[config.mk]
export PLATFORM = sky130hd
export DESIGN_NAME = open_file_share_table_flat
export DESIGN_NICKNAME = d
export VERILOG_FILES = /design/src/ofst_pkg.sv /design/src/ofst_if.sv /design/src/open_file_share_table.sv /design/src/ofst_slot_store.sv /design/src/ofst_seq.sv /design/src/flat_wrapper.sv
export SDC_FILE = /design/constraint.sdc
export NUM_CORES = 1
export LEC_CHECK = 0
export BUFFER_PORTS_ARGS = -buffer_cell sky130_fd_sc_hd__buf_2
export CAP_MARGIN = 30
export CORE_MARGIN = 4
export CORE_UTILIZATION = 66
export DETAILED_ROUTE_END_ITERATION = 12
export GPL_TIMING_DRIVEN = 0
export PLACE_DENSITY_LB_ADDON = 0.12
export SLEW_MARGIN = 20
export SYNTH_ARGS = -nofsm -noshare
export SYNTH_HDL_FRONTEND = slang
export SYNTH_SLANG_ARGS = --single-unit
[constraint.sdc]
create_clock -name clk -period 10 [get_ports clk]
set_clock_uncertainty 0.05 [all_clocks]
set_input_delay 3 -clock clk [delete_from_list [all_inputs] [get_ports clk]]
set_output_delay 3 -clock clk [all_outputs]
set_load 0.05 [all_outputs]
[src/ofst_pkg.sv]
// Shared constants, codes and types for the open-file share table.
`default_nettype none
package ofst_pkg;

  localparam int TABLE_SLOTS = 16;
  localparam int SLOT_W      = (TABLE_SLOTS > 1) ? $clog2(TABLE_SLOTS) : 1;
  localparam int KEY_W       = 10;
  localparam int IN_IDX_W    = 6;
  localparam int OUT_IDX_W   = 6;
  localparam int STATUS_W    = 3;

  localparam logic [SLOT_W-1:0]   LAST_SLOT = SLOT_W'(TABLE_SLOTS - 1);
  localparam logic [IN_IDX_W:0]   IDX_LIMIT = (IN_IDX_W + 1)'(TABLE_SLOTS);

  typedef enum logic {
    OP_OPEN  = 1'b0,
    OP_CLOSE = 1'b1
  } op_t;

  typedef enum logic [STATUS_W-1:0] {
    STAT_OPENED    = 3'd0,
    STAT_CONFLICT  = 3'd1,
    STAT_FULL      = 3'd2,
    STAT_CLOSED    = 3'd3,
    STAT_BAD_INDEX = 3'd4
  } status_t;

  typedef enum logic [1:0] {
    S_IDLE,
    S_SCAN,
    S_FINISH
  } state_t;

  typedef struct packed {
    logic              set;
    logic              clr;
    logic [SLOT_W-1:0] idx;
    logic [KEY_W-1:0]  key;
    logic              writer;
  } slot_wr_t;

  typedef struct packed {
    logic              used;
    logic [KEY_W-1:0]  key;
    logic              writer;
  } slot_rd_t;

  typedef struct packed {
    status_t              status;
    logic [OUT_IDX_W-1:0] granted_slot;
  } result_t;

endpackage
`default_nettype wire

[src/ofst_if.sv]
// Request and result channel interfaces of the open-file share table.
`default_nettype none
interface ofst_in_if;
  logic                          valid;
  logic                          ready;
  logic                          operation;
  logic [ofst_pkg::KEY_W-1:0]    file_sector;
  logic                          want_write;
  logic [ofst_pkg::IN_IDX_W-1:0] slot_index;

  modport source (output valid, operation, file_sector, want_write, slot_index,
                  input ready);
  modport sink (input valid, operation, file_sector, want_write, slot_index,
                output ready);
endinterface

interface ofst_out_if;
  logic                           valid;
  logic                           ready;
  logic [ofst_pkg::STATUS_W-1:0]  status;
  logic [ofst_pkg::OUT_IDX_W-1:0] granted_slot;

  modport source (output valid, status, granted_slot, input ready);
  modport sink (input valid, status, granted_slot, output ready);
endinterface
`default_nettype wire

[src/open_file_share_table.sv]
// Top level of the open-file share table.
// Open: the request is taken in S_IDLE, then up to TABLE_SLOTS slots are scanned (one slot per
//   cycle through the shared key compare, ending early on a conflict), then S_FINISH.
// Close: S_IDLE goes straight to S_FINISH, which loads the result register. One request at a time.
// The result register frees the request side while a result waits to be taken.
// Synchronous active-low reset marks every slot free and empties the result register.
`default_nettype none
module open_file_share_table (
  input  wire logic  clk,
  input  wire logic  rst_n,
  ofst_in_if.sink    in_ch,
  ofst_out_if.source out_ch
);

  ofst_pkg::slot_wr_t                wr;
  ofst_pkg::slot_rd_t                rd;
  logic [ofst_pkg::SLOT_W-1:0]       rd_idx;
  ofst_pkg::result_t                 result;
  logic                              done;
  logic                              out_free;
  logic                              out_valid_r, out_valid_nxt;
  ofst_pkg::result_t                 out_data_r;

  ofst_slot_store u_store (
    .clk    (clk),
    .rst_n  (rst_n),
    .wr     (wr),
    .rd_idx (rd_idx),
    .rd     (rd)
  );

  ofst_seq u_seq (
    .clk            (clk),
    .rst_n          (rst_n),
    .in_valid       (in_ch.valid),
    .in_ready       (in_ch.ready),
    .in_operation   (in_ch.operation),
    .in_file_sector (in_ch.file_sector),
    .in_want_write  (in_ch.want_write),
    .in_slot_index  (in_ch.slot_index),
    .out_free       (out_free),
    .done           (done),
    .result         (result),
    .wr             (wr),
    .rd_idx         (rd_idx),
    .rd             (rd)
  );

  assign out_free = !out_valid_r || out_ch.ready;

  always_comb begin
    out_valid_nxt = out_valid_r;
    if (done) begin
      out_valid_nxt = 1'b1;
    end else if (out_ch.ready) begin
      out_valid_nxt = 1'b0;
    end
  end

  always_ff @(posedge clk) begin
    if (!rst_n) begin
      out_valid_r <= 1'b0;
    end else begin
      out_valid_r <= out_valid_nxt;
    end
  end

  always_ff @(posedge clk) begin
    if (done) begin
      out_data_r <= result;
    end
  end

  assign out_ch.valid        = out_valid_r;
  assign out_ch.status       = out_data_r.status;
  assign out_ch.granted_slot = out_data_r.granted_slot;

endmodule
`default_nettype wire

[src/ofst_slot_store.sv]
// Slot table: used bits, file keys and writer flags with one scan read port.
`default_nettype none
module ofst_slot_store (
  input  wire logic                          clk,
  input  wire logic                          rst_n,
  input  wire ofst_pkg::slot_wr_t            wr,
  input  wire logic [ofst_pkg::SLOT_W-1:0]   rd_idx,
  output ofst_pkg::slot_rd_t                 rd
);

  logic [ofst_pkg::TABLE_SLOTS-1:0] used_r;
  logic [ofst_pkg::KEY_W-1:0]       key_r    [ofst_pkg::TABLE_SLOTS];
  logic                             writer_r [ofst_pkg::TABLE_SLOTS];

  always_ff @(posedge clk) begin
    if (!rst_n) begin
      used_r <= '0;
    end else if (wr.set) begin
      used_r[wr.idx] <= 1'b1;
    end else if (wr.clr) begin
      used_r[wr.idx] <= 1'b0;
    end
  end

  always_ff @(posedge clk) begin
    if (wr.set) begin
      key_r[wr.idx]    <= wr.key;
      writer_r[wr.idx] <= wr.writer;
    end
  end

  assign rd.used   = used_r[rd_idx];
  assign rd.key    = key_r[rd_idx];
  assign rd.writer = writer_r[rd_idx];

endmodule
`default_nettype wire

[src/ofst_seq.sv]
// Sequencer: scans the slots one per cycle with a shared key compare.
`default_nettype none
module ofst_seq (
  input  wire logic                          clk,
  input  wire logic                          rst_n,
  input  wire logic                          in_valid,
  output logic                               in_ready,
  input  wire logic                          in_operation,
  input  wire logic [ofst_pkg::KEY_W-1:0]    in_file_sector,
  input  wire logic                          in_want_write,
  input  wire logic [ofst_pkg::IN_IDX_W-1:0] in_slot_index,
  input  wire logic                          out_free,
  output logic                               done,
  output ofst_pkg::result_t                  result,
  output ofst_pkg::slot_wr_t                 wr,
  output logic [ofst_pkg::SLOT_W-1:0]        rd_idx,
  input  wire ofst_pkg::slot_rd_t            rd
);

  ofst_pkg::state_t              state_r, state_nxt;
  logic                          op_r, op_nxt;
  logic [ofst_pkg::KEY_W-1:0]    key_r, key_nxt;
  logic                          wr_r, wr_nxt;
  logic [ofst_pkg::IN_IDX_W-1:0] idx_r, idx_nxt;
  logic [ofst_pkg::SLOT_W-1:0]   cnt_r, cnt_nxt;
  logic                          conflict_r, conflict_nxt;
  logic                          found_r, found_nxt;
  logic [ofst_pkg::SLOT_W-1:0]   free_r, free_nxt;
  logic                          hit;
  logic                          in_range;

  always_ff @(posedge clk) begin
    if (!rst_n) begin
      state_r <= ofst_pkg::S_IDLE;
    end else begin
      state_r <= state_nxt;
    end
  end

  always_ff @(posedge clk) begin
    op_r       <= op_nxt;
    key_r      <= key_nxt;
    wr_r       <= wr_nxt;
    idx_r      <= idx_nxt;
    cnt_r      <= cnt_nxt;
    conflict_r <= conflict_nxt;
    found_r    <= found_nxt;
    free_r     <= free_nxt;
  end

  assign rd_idx   = cnt_r;
  assign hit      = rd.used && (rd.key == key_r) && (wr_r || rd.writer);
  assign in_range = ({1'b0, idx_r} < ofst_pkg::IDX_LIMIT);

  always_comb begin
    state_nxt    = state_r;
    op_nxt       = op_r;
    key_nxt      = key_r;
    wr_nxt       = wr_r;
    idx_nxt      = idx_r;
    cnt_nxt      = cnt_r;
    conflict_nxt = conflict_r;
    found_nxt    = found_r;
    free_nxt     = free_r;
    in_ready     = 1'b0;
    done         = 1'b0;
    result       = '{status: ofst_pkg::STAT_OPENED, granted_slot: '0};
    wr           = '0;
    case (state_r)
      ofst_pkg::S_IDLE: begin
        in_ready = 1'b1;
        if (in_valid) begin
          op_nxt       = in_operation;
          key_nxt      = in_file_sector;
          wr_nxt       = in_want_write;
          idx_nxt      = in_slot_index;
          cnt_nxt      = '0;
          conflict_nxt = 1'b0;
          found_nxt    = 1'b0;
          free_nxt     = '0;
          state_nxt    = (in_operation == ofst_pkg::OP_CLOSE) ? ofst_pkg::S_FINISH
                                                              : ofst_pkg::S_SCAN;
        end
      end
      ofst_pkg::S_SCAN: begin
        if (hit) begin
          conflict_nxt = 1'b1;
          state_nxt    = ofst_pkg::S_FINISH;
        end else begin
          if (!rd.used && !found_r) begin
            found_nxt = 1'b1;
            free_nxt  = cnt_r;
          end
          if (cnt_r == ofst_pkg::LAST_SLOT) begin
            state_nxt = ofst_pkg::S_FINISH;
          end else begin
            cnt_nxt = cnt_r + 1'b1;
          end
        end
      end
      ofst_pkg::S_FINISH: begin
        if (op_r == ofst_pkg::OP_CLOSE) begin
          result.status = in_range ? ofst_pkg::STAT_CLOSED : ofst_pkg::STAT_BAD_INDEX;
          wr.clr        = in_range;
          wr.idx        = idx_r[ofst_pkg::SLOT_W-1:0];
        end else if (conflict_r) begin
          result.status = ofst_pkg::STAT_CONFLICT;
        end else if (found_r) begin
          result.status       = ofst_pkg::STAT_OPENED;
          result.granted_slot = ofst_pkg::OUT_IDX_W'(free_r);
          wr.set              = 1'b1;
          wr.idx              = free_r;
          wr.key              = key_r;
          wr.writer           = wr_r;
        end else begin
          result.status = ofst_pkg::STAT_FULL;
        end
        if (out_free) begin
          done      = 1'b1;
          state_nxt = ofst_pkg::S_IDLE;
        end else begin
          wr = '0;
        end
      end
      default: begin
        state_nxt = ofst_pkg::S_IDLE;
      end
    endcase
  end

endmodule
`default_nettype wire

[src/flat_wrapper.sv]
// flat-port wrapper written by rule: the top's interface ports become plain ports
module open_file_share_table_flat 
  (clk, rst_n, in_ch_valid, in_ch_operation, in_ch_file_sector, in_ch_want_write, in_ch_slot_index, in_ch_ready, out_ch_valid, out_ch_status, out_ch_granted_slot, out_ch_ready);
  ofst_in_if in_ch_i ();
  ofst_out_if out_ch_i ();
  input  wire logic clk;
  input  wire logic rst_n;
  input wire logic [$bits(in_ch_i.valid)-1:0] in_ch_valid;
  input wire logic [$bits(in_ch_i.operation)-1:0] in_ch_operation;
  input wire logic [$bits(in_ch_i.file_sector)-1:0] in_ch_file_sector;
  input wire logic [$bits(in_ch_i.want_write)-1:0] in_ch_want_write;
  input wire logic [$bits(in_ch_i.slot_index)-1:0] in_ch_slot_index;
  output wire logic [$bits(in_ch_i.ready)-1:0] in_ch_ready;
  output wire logic [$bits(out_ch_i.valid)-1:0] out_ch_valid;
  output wire logic [$bits(out_ch_i.status)-1:0] out_ch_status;
  output wire logic [$bits(out_ch_i.granted_slot)-1:0] out_ch_granted_slot;
  input wire logic [$bits(out_ch_i.ready)-1:0] out_ch_ready;
  assign in_ch_i.valid = in_ch_valid;
  assign in_ch_i.operation = in_ch_operation;
  assign in_ch_i.file_sector = in_ch_file_sector;
  assign in_ch_i.want_write = in_ch_want_write;
  assign in_ch_i.slot_index = in_ch_slot_index;
  assign in_ch_ready = in_ch_i.ready;
  assign out_ch_valid = out_ch_i.valid;
  assign out_ch_status = out_ch_i.status;
  assign out_ch_granted_slot = out_ch_i.granted_slot;
  assign out_ch_i.ready = out_ch_ready;
  open_file_share_table u_core (.clk(clk), .rst_n(rst_n), .in_ch(in_ch_i), .out_ch(out_ch_i));
endmodule
# After elaboration in Yosys (flattened, before gate mapping)
# Memories as Yosys holds them, arrays and structs flattened. A register that Yosys moved wholly into a read port is not among the register bits.
# Cells that the tools add are included.
[totals]
ramBits = 176
reg_bits = 56
out_inout_bits = 11
memories = 2
elab_cells = 105
in_bits = 22
[memory_table]
columns = ["name", "words", "width", "read_ports", "rd_clocked_by_memory_dff", "wr", "line", "rtl"]
rows = [
  ["u_core.u_store.key_r", 16, 10, 1, 1, 1, "ofst_slot_store.sv:12", "logic [ofst_pkg::KEY_W-1:0] key_r [ofst_pkg::TABLE_SLOTS];"],
  ["u_core.u_store.writer_r", 16, 1, 1, 1, 1, "ofst_slot_store.sv:13", "logic writer_r [ofst_pkg::TABLE_SLOTS];"],
]
[classes]
order_cmp = 4
n_mux = 48
n_eq_ne = 11
n_addsub = 1
n_bitwise = 5
reduce_logical = 20
[op_table]
columns = ["operator", "n"]
rows = [
  ["17-bit 2-to-1 mux", 2],
  ["16-bit 2-to-1 mux", 2],
  ["4-bit 2-to-1 mux", 8],
  ["15-bit 2-to-1 mux", 2],
  ["1-bit 2-to-1 mux", 17],
  ["16-bit bitwise AND", 1],
  ["16-bit NOT", 1],
  ["16-bit OR", 1],
  ["4-bit one-hot mux with 2 select lines", 2],
  ["2-bit 2-to-1 mux", 7],
  ["11-bit 2-to-1 mux", 1],
  ["10-bit equality test", 1],
  ["4-bit by 5-bit < comparator with 1-bit output, second input constant", 2],
  ["2-bit inequality test, second input constant", 5],
  ["4-bit AND reduction", 2],
  ["6-bit by 5-bit < comparator with 1-bit output, second input constant", 1],
  ["3-bit 2-to-1 mux", 2],
  ["2-bit one-hot mux with 3 select lines", 1],
  ["3-bit AND reduction", 2],
  ["2-bit nonzero test", 3],
  ["4-bit by 1-bit adder with 4-bit output, second input constant", 1],
  ["1-bit binary-select mux with 4-bit select", 1],
  ["1-bit demux with 4-bit select", 1],
  ["4-bit equality test, second input constant", 1],
  ["14 further kinds", 22],
]

# Logic depth before layout (Yosys ltp)
# Gate-level depths: netlist of the first run.
[depth]
ltp_word = 13
ltp_mapped = 11
ltp_nobuf = 8

# Modules after synthesis
# A second synthesis of the first run with hierarchy kept.
[unflattened]
cells_unflattened = 503
hier_area_um2 = 9317.7
[modules_own_cells]
columns = ["mod", "instances", "area_per_inst_um2", "seq_area_each_um2", "cells_each"]
rows = [
  ["ofst_slot_store", 1, 7495.9, 5605.4, 359],
  ["ofst_seq", 1, 1502.7, 880.8, 131],
  ["open_file_share_table", 1, 319.1, 290.3, 13],
]

# Worst setup path before layout of the first run
# No wires, ideal clock.
[synth_timing]
kind = "in2reg"
start = "in out_ch_ready"
end = "mem u_core.u_store.key_r[1][0] in the netlist's numbering (enable)"
path_slack_ns = 4.541
path_buffers = 1
setup_ns = 0.395
arrival_time_ns = 5.014
cell_stages = 6
required_ns = 9.555
cell_sequence = "nand2b_1 > and3_1 > a22o_1 > or2_2 > clkbuf_1 > nor3_1"
[synth_via]
elab_chain_cells = 5
[synth_rtl]
columns = ["item", "line", "rtl"]
rows = [
  ["from (decl)", "flat_wrapper.sv:17", "input wire logic [$bits(out_ch_i.ready)-1:0] out_ch_ready;"],
  ["1-bit logical OR (*)", "open_file_share_table.sv:49", "assign out_free = !out_valid_r || out_ch.ready;"],
  ["17-bit 2-to-1 mux (*)", "ofst_seq.sv:118", "if (out_free) begin"],
  ["17-bit 2-to-1 mux (*)", "ofst_seq.sv:69", "case (state_r)"],
  ["1-bit 2-to-1 mux", "ofst_slot_store.sv:26", "if (wr.set) begin"],
  ["1-bit 2-to-1 mux (implied by the code)", "ofst_slot_store.sv:27", "key_r[wr.idx] <= wr.key;"],
  ["to (decl)", "ofst_slot_store.sv:12", ""],
]
# Every way passes the cells marked *; elsewhere a longest branch is shown, timed or not.

# Final worst setup path of the first run
[layout_timing]
start = "in out_ch_ready"
end = "mem u_core.u_store.key_r[8][7] in the netlist's numbering (enable)"
# Same word-level chain as after synthesis.

==> summary by stage, run 1 <==
Logic synthesis
Of the synthesized area, sequential elements account for 0.708. The mapped netlist covers 9590 um^2. Synthesis produced 530 cells. Yosys attributes the largest share of cell area to sky130_fd_sc_hd__edfxtp_1, sky130_fd_sc_hd__mux4_2, sky130_fd_sc_hd__dfxtp_1, sky130_fd_sc_hd__mux2i_1, sky130_fd_sc_hd__o21a_1. The synthesized-area fraction occupied by and/or/nand/nor cells is 0.0584. The main combinational cell family by area after synthesis is multiplexers. Of the total synthesized cell area, the portion taken by full adders, half adders and majority gates is 0.00130. The XOR/XNOR share of the synthesized area is 0.0183. The compound-gate portion of the synthesized area is 0.0546.

The number of distinct library cells after synthesis is 47. Of the post-synthesis cell area, the dominant cell type holds 0.660. Measured against the total synthesized area, the mux share comes to 0.139.

The register bit total from synthesis is 234. sky130_fd_sc_hd__edfxtp_1 takes more of the synthesized area than any other cell. The synthesis warning total is 0. The post-synthesis average cell area is 18.1 um^2.

Hold path
The class of the worst hold path is reg2reg. Along the worst hold path, the cell count comes to 2.

Clock network
The maximum level of the CTS H-tree is 1. After clock tree synthesis, the flow added hold-fix buffers numbering 0. The clock edge transition at the registers on the reported setup and hold paths is roughly 60 ps.

The total clock buffers created by CTS is 23. Post-CTS timing repair inserted 0 buffers for setup. TritonCTS built the clock tree. Post-CTS repair changed the size of 0 cells. The buffer cell driving the clock tree root is sky130_fd_sc_hd__clkbuf_16. In this run the deepest clock path goes through 3 buffers. The sink count of the clock tree is 234. For the worst-skew pair, the clock arrives at the later sink with an insertion delay of 500 ps.

Global routing
The first global-routing pass estimated 32200 um of wire. The via count of the first global-routing pass came to 5470. The remaining global-route overflow is 0. The largest net degree at the start of global routing is 17. The global router's overall resource usage is 0.265. The initial antenna violation count was 0.

STA
Setup repair after global routing left no endpoint under its margin. The slew at the pin with the worst max-slew slack is around 920 ps. Of the available clock period, the critical path in the final layout requires 0.530.

The worst path meets setup with 4700 ps of slack. The shortest clock period the worst path allows after layout is between 5000 and 6000 ps. The worst max-slew margin expressed relative to the limit is 0.385. The worst hold slack across all endpoints is 513 ps. The total count of hold-check failures in the final report is 0. The aggregate negative setup slack is 0 ps. The max-slew violation total from the final report is 0.

The peak clock frequency supported by timing is roughly 190 MHz. Setup violations remaining at the end of the flow were counted as 0.

Placed design
The number of cells after detailed placement is 757. The post-place setup slack is 4200 ps. At the end of routability-driven placement, the weighted congestion stood at 0.866. The placed wire-length estimate after detailed placement is 13800 um. The number of port buffers is 29.

Job
Across the run, the number of max-cap violations was 0.

Routing
The total length of routed wires is 21000 um. The number of antenna-violating nets in the routed design is 0. The DRC violations left is 0. The average detailed-routed wire length per instance is 26.3 um. The first-pass iteration count of the detailed router is 5. The initial detailed-routing violation count is about 610. The total vias in the final route is 5211.

The vias per cell is roughly 6.5.

Worst setup path
Together, buffers and inverters on the worst path number 1. The worst setup path is of the in2reg kind. STA classifies the critical path startpoint as an input pin. The worst register-to-register path has a depth of 9. Among cell families on the critical path, the largest total delay comes from simple AND/OR/NAND/NOR gates. The largest fanout on the critical path is 12. STA puts the critical path data arrival time at approximately 5400 ps. For the worst setup path, the data required time is between 10000 and 15000 ps. The critical path goes through buf_2 -> nand2b_1 -> and3_1 -> a22oi_1 -> nand3_1 -> nor2_2. Setup slack on the worst reg-to-reg path comes out at 6380 ps. The nature of the critical path endpoint is a flop. The largest single stage delay on the critical path is 780 ps. The slowest cell on the critical path is sky130_fd_sc_hd__nor2_2.

Pwr
The overall power is 2080 uW. VDD sags by at most 0.144 mV. The static leakage is 0.00326 uW. The areal power density over the cells is between 150 and 200 nW/um^2.

Finish
The antenna diode count is 0. The number of nets in the layout is 625. The area growth from synthesis to layout is 14.4%.

The number of cells in the finished layout apart from fillers is between 700 and 800. Counting the fill cells in the layout gives 711. In the final layout, the share of cells above drive strength 1 is 0.265.

Die
The effective utilization at floorplan is 0.683. The die extent in x is 129 um. The core region area is 14000 um^2. The number of standard-cell rows in the floorplan is 43. The height of the die is around 130 um.

The I/O pin count is 33. The die area is 16500 um^2.

Outcome
The flow ran to the end, and the final reports show no timing, DRC or antenna violations.
==> layout make-up <==
class	count	area, um^2	share of cell area
Buffer	26	160	0.0146
Clock buffer	28	604	0.0551
Clock inverter	14	146	0.0133
Inverter	6	22.5	0.00205
Multi-Input combinational cell	265	2680	0.244
Sequential cell	234	6800	0.619
Tap cell	180	225	0.0205
Timing Repair Buffer	46	340	0.0310
==> kinds of logic (layout without fill, tap and decap cells) <==
logic type,after synthesis,count (layout)
AOI/OAI and AO/OA,66,66
xor gates and xnor gates,20,20
adders and majority gates,1,1
buffers and inverters,32,120
DFF,234,234
muxes,73,73
other,1,2
and+or+nand+nor,103,103
==> registers in the layout (all words and copies together) (netlist names), named ones only <==
register / cells
u_core.out_ch.granted_slot: 4
u_core.out_ch.status: 3
u_core.out_ch.valid: 1
u_core.u_seq.conflict_r: 1
u_core.u_seq.found_r: 1
u_core.u_seq.free_r: 4
u_core.u_seq.idx_r: 6
u_core.u_seq.key_r: 10
u_core.u_seq.op_r: 1
u_core.u_seq.rd_idx: 4
u_core.u_seq.state_r: 2
u_core.u_seq.wr_r: 1
u_core.u_store.key_r: 160
u_core.u_store.writer_r: 16
==> cell usage in the layout, fill, tap and decap left out, drive strengths merged, types with 6 or more instances in the layout <==
cell    synthesis  final
buf            15     61
xnor2           6      6
inv             6      7
nor3            9      9
nand2b          9      9
a21oi           7      7
nor2           18     18
clkinv          0      9
clkbuf         11     39
dfxtp          23     23
mux4           46     46
nand2          17     17
mux2i          26     26
and2           20     20
edfxtp        211    211
nand3          12     12
xor2           14     14
o21a           33     33
==> power by group <==
group / internal (uW) / switching, uW
Clock: 508 / 348
Combinational: 57.6 / 85.6
Sequential: 1070 / 10.4
Total: 1630 / 444
==> worst reg2reg max path, cell delays in order (launching register included) <==
cell	delay, ps
sky130_fd_sc_hd__dfxtp_1	460
sky130_fd_sc_hd__clkbuf_1	730
sky130_fd_sc_hd__inv_2	340
sky130_fd_sc_hd__mux4_2	380
sky130_fd_sc_hd__mux2i_1	180
sky130_fd_sc_hd__xor2_1	120
sky130_fd_sc_hd__nor4_2	460
sky130_fd_sc_hd__nand4_4	260
sky130_fd_sc_hd__nand4_1	190
sky130_fd_sc_hd__mux2i_1	320
==> how the worst max path moves through the flow <==
stage | startpoint | slack (ps) | cells after the start | end
global route | out_ch_ready | 4520 | 6 | u_core.u_store.key_r[8][7]
global placement | out_ch_ready | 3350 | 7 | u_core.u_store.key_r[3][9]
CTS | out_ch_ready | 4720 | 6 | u_core.u_store.key_r[8][7]
detailed placement | out_ch_ready | 4200 | 6 | u_core.u_store.key_r[12][9]
floorplan | out_ch_ready | 4540 | 6 | u_core.u_store.key_r[1][0]
finish | out_ch_ready | 4700 | 6 | u_core.u_store.key_r[8][7]
==> layer usage <==
layer,up-vias,GRT usage,wire length (um)
li1,2244,-,-
met5,-,0,0
met3,56,0.0540,1600
met1,2674,0.354,8120
met4,0,0.101,765
met2,237,0.439,10600
==> cells in the mapped netlist, drive strengths merged <==
cell type,n
a2111oi,2
a211oi,2
a21bo,1
a21boi,1
a21o,2
a21oi,7
a22o,4
a22oi,2
a31oi,4
and2,20
and3,3
buf,15
clkbuf,11
conb,1
dfxtp,23
edfxtp,211
ha,1
inv,6
mux2,1
mux2i,26
mux4,46
nand2,17
nand2b,9
nand3,12
nand4,3
nor2,18
nor2b,2
nor3,9
nor3b,2
nor4,2
o211ai,2
o21a,33
o21ai,4
o2bb2ai,1
o32a,1
or2,4
or3,2
xnor2,6
xor2,14
==> through the flow <==
step | util | instance area (um^2)
after floorplan | - | 9600
after detailed placement | 0.728 | 10200
after CTS | 0.781 | 11000
after global placement | 0.710 | 9970
after global routing | 0.781 | 11000
final | 0.781 | 11000
Power figures use the tool's default switching activity.
==> run 2: changes to the inputs <==
--- a/config.mk
+++ b/config.mk
@@ -8,7 +8,7 @@
 export BUFFER_PORTS_ARGS = -buffer_cell sky130_fd_sc_hd__buf_2
 export CAP_MARGIN = 30
 export CORE_MARGIN = 4
-export CORE_UTILIZATION = 66
+export CORE_UTILIZATION = 61
 export DETAILED_ROUTE_END_ITERATION = 12
 export GPL_TIMING_DRIVEN = 0
 export PLACE_DENSITY_LB_ADDON = 0.12
==> constraint.sdc (replaced) <==
create_clock -name clk -period 4.9 [get_ports clk]
set_clock_uncertainty 0.05 [all_clocks]
set_input_delay 1.47 -clock clk [delete_from_list [all_inputs] [get_ports clk]]
set_output_delay 1.47 -clock clk [all_outputs]
set_load 0.05 [all_outputs]
==> summary by stage, run 2 (synthesis gave the netlist of run 1 again) <==
Outcome
The run finished with clean final reports.

Worst setup path
The largest delay contributor family on the critical path is simple AND/OR/NAND/NOR gates. The data arrival time of the critical path is roughly 4000 ps. The slowest cell on the critical path is sky130_fd_sc_hd__a22oi_1. Traced cell by cell, the critical path runs through buf_2 -> nand2b_1 -> and3_1 -> a22oi_1 -> nand3_1 -> nor2_2 -> buf_6. At the worst endpoint, the required time is a little over 5000 ps.

The largest fanout on the critical path is 7. The buffer and inverter count on the worst path is 2. The category of the worst setup path launch point is an input pin. The worst setup path is captured at a flop.

The highest cell delay on the worst timing path is 630 ps. The startpoint-to-endpoint class of the critical path is in2reg.

STA
The final critical-path setup slack is 1050 ps. The setup violation total in the final timing report is 0. The slew at the pin with the worst max-slew slack is 776 ps. The total count of hold-check failures in the final report came to 0. Of the available clock period, the critical path in the final layout requires 0.785. The shortest clock period the worst path allows after layout is between 3000 and 4000 ps. The peak clock frequency supported by timing is 260 MHz. Setup repair after global routing left no endpoint under its margin. The worst max-slew margin expressed relative to the limit is 0.478. The max-slew violation total from the final report is 0. The worst hold slack across all endpoints is 507 ps.

Clock network
Hold repair after CTS inserted 0 buffers. Clock-pin slew was measured on the worst setup and hold paths at 60 ps. Buffers added to address setup during post-CTS repair amount to 0. TritonCTS built the clock tree. The count of cells resized by post-cts repair is 0. The total clock buffers created by CTS is 24. The clock drives around 230 sinks. The tree is rooted in a sky130_fd_sc_hd__clkbuf_16.

In this run the number of H-tree levels came out at 1. Clock latency on the worst-skew pair, taken at its later pin, is 520 ps. The number of buffers on the longest clock path is 3.

Routing
Dividing the detail-routed wire length by the instance count gives 25.5 um. The total length of routed wires is ~21000 um. The first TritonRoute pass finished after 5 iterations. The detail route stage leaves a number of antenna-violating nets equal to 0.

The initial detailed-routing violation count is 731. Detailed routing inserted a total of 5254 vias. The DRC violations left is 0. Dividing the detail-routed via count by the number of cells gives 6.26.

Global routing
For this run, global-route usage on met1 was measured as 0.363. In the global route stage, overall resource usage came out at 0.246. The largest net degree at the start of global routing is 17. The via count of the first global-routing pass came to approximately 5300. The remaining global-route overflow is 0. The initial antenna violation count is 0. For met3 alone, demand over resource in global routing was 0.0329. The first global-routing pass estimated roughly 32000 um of wire. The global routing's busiest layer is met2.

In the global route stage, met2 resource usage came out at 0.393.

Placed design
The placed wire-length estimate after detailed placement is 14600 um. The weighted congestion at the end of routability-driven global placement is 0.824. The count of buffers added on input and output ports is 29.

Counting tap cells, the placed design contains a total of 795 instances. The post-place setup slack is between 500 and 600 ps.

Pwr
In this run the static leakage power is roughly 0.0033 uW. In this run the power density over the cells is 386 nW/um^2. Across the VDD grid, the largest voltage drop is 0.325 mV.

Finish
The largest registers in the layout are u_core.u_store.key_r (160), u_core.u_store.writer_r (16), u_core.u_seq.key_r (10). In the final design database the tool counted 633 nets. The register with the most flip-flops is u_core.u_store.key_r. The area of the multi-input gates is 2680 um^2. The utilization after layout is 0.725. In the final layout, the share of cells above drive strength 1 is 0.271. The sequential standard cell area is 6800 um^2. The filler cells instantiated in the layout total between 900 and 1000. The antenna diode count is 0. The area added between synthesis and finish is 15.8%. The number of cells in the finished layout apart from fillers is between 800 and 900. Leaving out fill and tap cells, the most frequent cells in the layout are sky130_fd_sc_hd__edfxtp_1, sky130_fd_sc_hd__mux4_2, sky130_fd_sc_hd__buf_2, sky130_fd_sc_hd__o21a_1, sky130_fd_sc_hd__mux2i_1. The leading cell type in the layout, fill and taps excluded is sky130_fd_sc_hd__edfxtp_1. The register with the most flip-flops in the layout has 160 of them.

Die
The number of standard-cell rows in the floorplan is 45. The die covers 17800 um^2. The core region area is 15300 um^2. The I/O pin count is 33.

The height of the die is 133 um. The die extent in x is 133 um. The effective utilization at floorplan is 0.626.

Hold path
The class of the worst hold path is reg2reg.

Job
The max-cap violation count is 0.
## run 2: changes by cell type in the layout (fill, tap and decap cells not counted)
cell / delta
sky130_fd_sc_hd__inv_6: -1
sky130_fd_sc_hd__clkbuf_16: +2
sky130_fd_sc_hd__clkinv_2: -2
sky130_fd_sc_hd__clkinvlp_4: -1
sky130_fd_sc_hd__buf_4: +8
sky130_fd_sc_hd__bufinv_16: -1
sky130_fd_sc_hd__clkinv_1: +1
sky130_fd_sc_hd__clkbuf_1: +2
sky130_fd_sc_hd__buf_16: +1
sky130_fd_sc_hd__clkbuf_8: +2
sky130_fd_sc_hd__buf_6: -2
## run 2: path summary, 6_finish.rpt
path / from / endpoint / slack [ps] / cells past startpoint
worst max register to register: flop / u_core.u_seq.rd_idx[2] / 1430 / 11
worst min register to register: flop / flop / 510 / 2
worst max-delay path: out_ch_ready / u_core.u_store.key_r[0][9] / 1050 / 7
worst min-delay path: flop / flop / 510 / 2
## run 2: metrics by stage
| step | cell area [um^2] | total power, uW | setup TNS [ps] |
|---|---|---|---|
| after CTS | 11100 | 4310 | 0 |
| after detailed placement | 10300 | 2540 | 0 |
| after global placement | 10000 | 2520 | -32070 |
| after floorplan | 9600 | 2450 | 0 |
| final | 11100 | 4290 | 0 |
| after global routing | 11100 | 4430 | 0 |
## run 2: area by class of cell
| class | count | area share |
|---|---|---|
| tap | 211 | 0.0238 |
| inverter | 6 | 0.00203 |
| buffer | 26 | 0.0144 |
| clock inverter | 10 | 0.00845 |
| sequential | 234 | 0.612 |
| timing repair buffer | 53 | 0.0365 |
| multi-input combinational | 265 | 0.241 |
| clock buffer | 34 | 0.0621 |
## run 2: where the power goes
part           internal [uW]  switching, uW
clock network           1080            715
registers               2180           22.7
logic                    119            173
total                   3380            911
## run 2: worst reg2reg max path, delay by kind of cell, from the launching register on
family	cells	cell delay, ps
buffers and inverters	3	990
DFF	1	300
AOI/OAI and AO/OA	2	670
muxes	2	590
and+or+nand+nor	3	400
xor gates and xnor gates	1	100
## run 2: metal layers
| layer | part of all wire | up-vias | wire length (um) |
|---|---|---|---|
| li1 | - | 2257 | - |
| met3 | 0.072 | 38 | 1540 |
| met2 | 0.49 | 221 | 10500 |
| met4 | 0.020 | 0 | 423 |
| met1 | 0.42 | 2738 | 8920 |
| met5 | 0 | - | 0 |
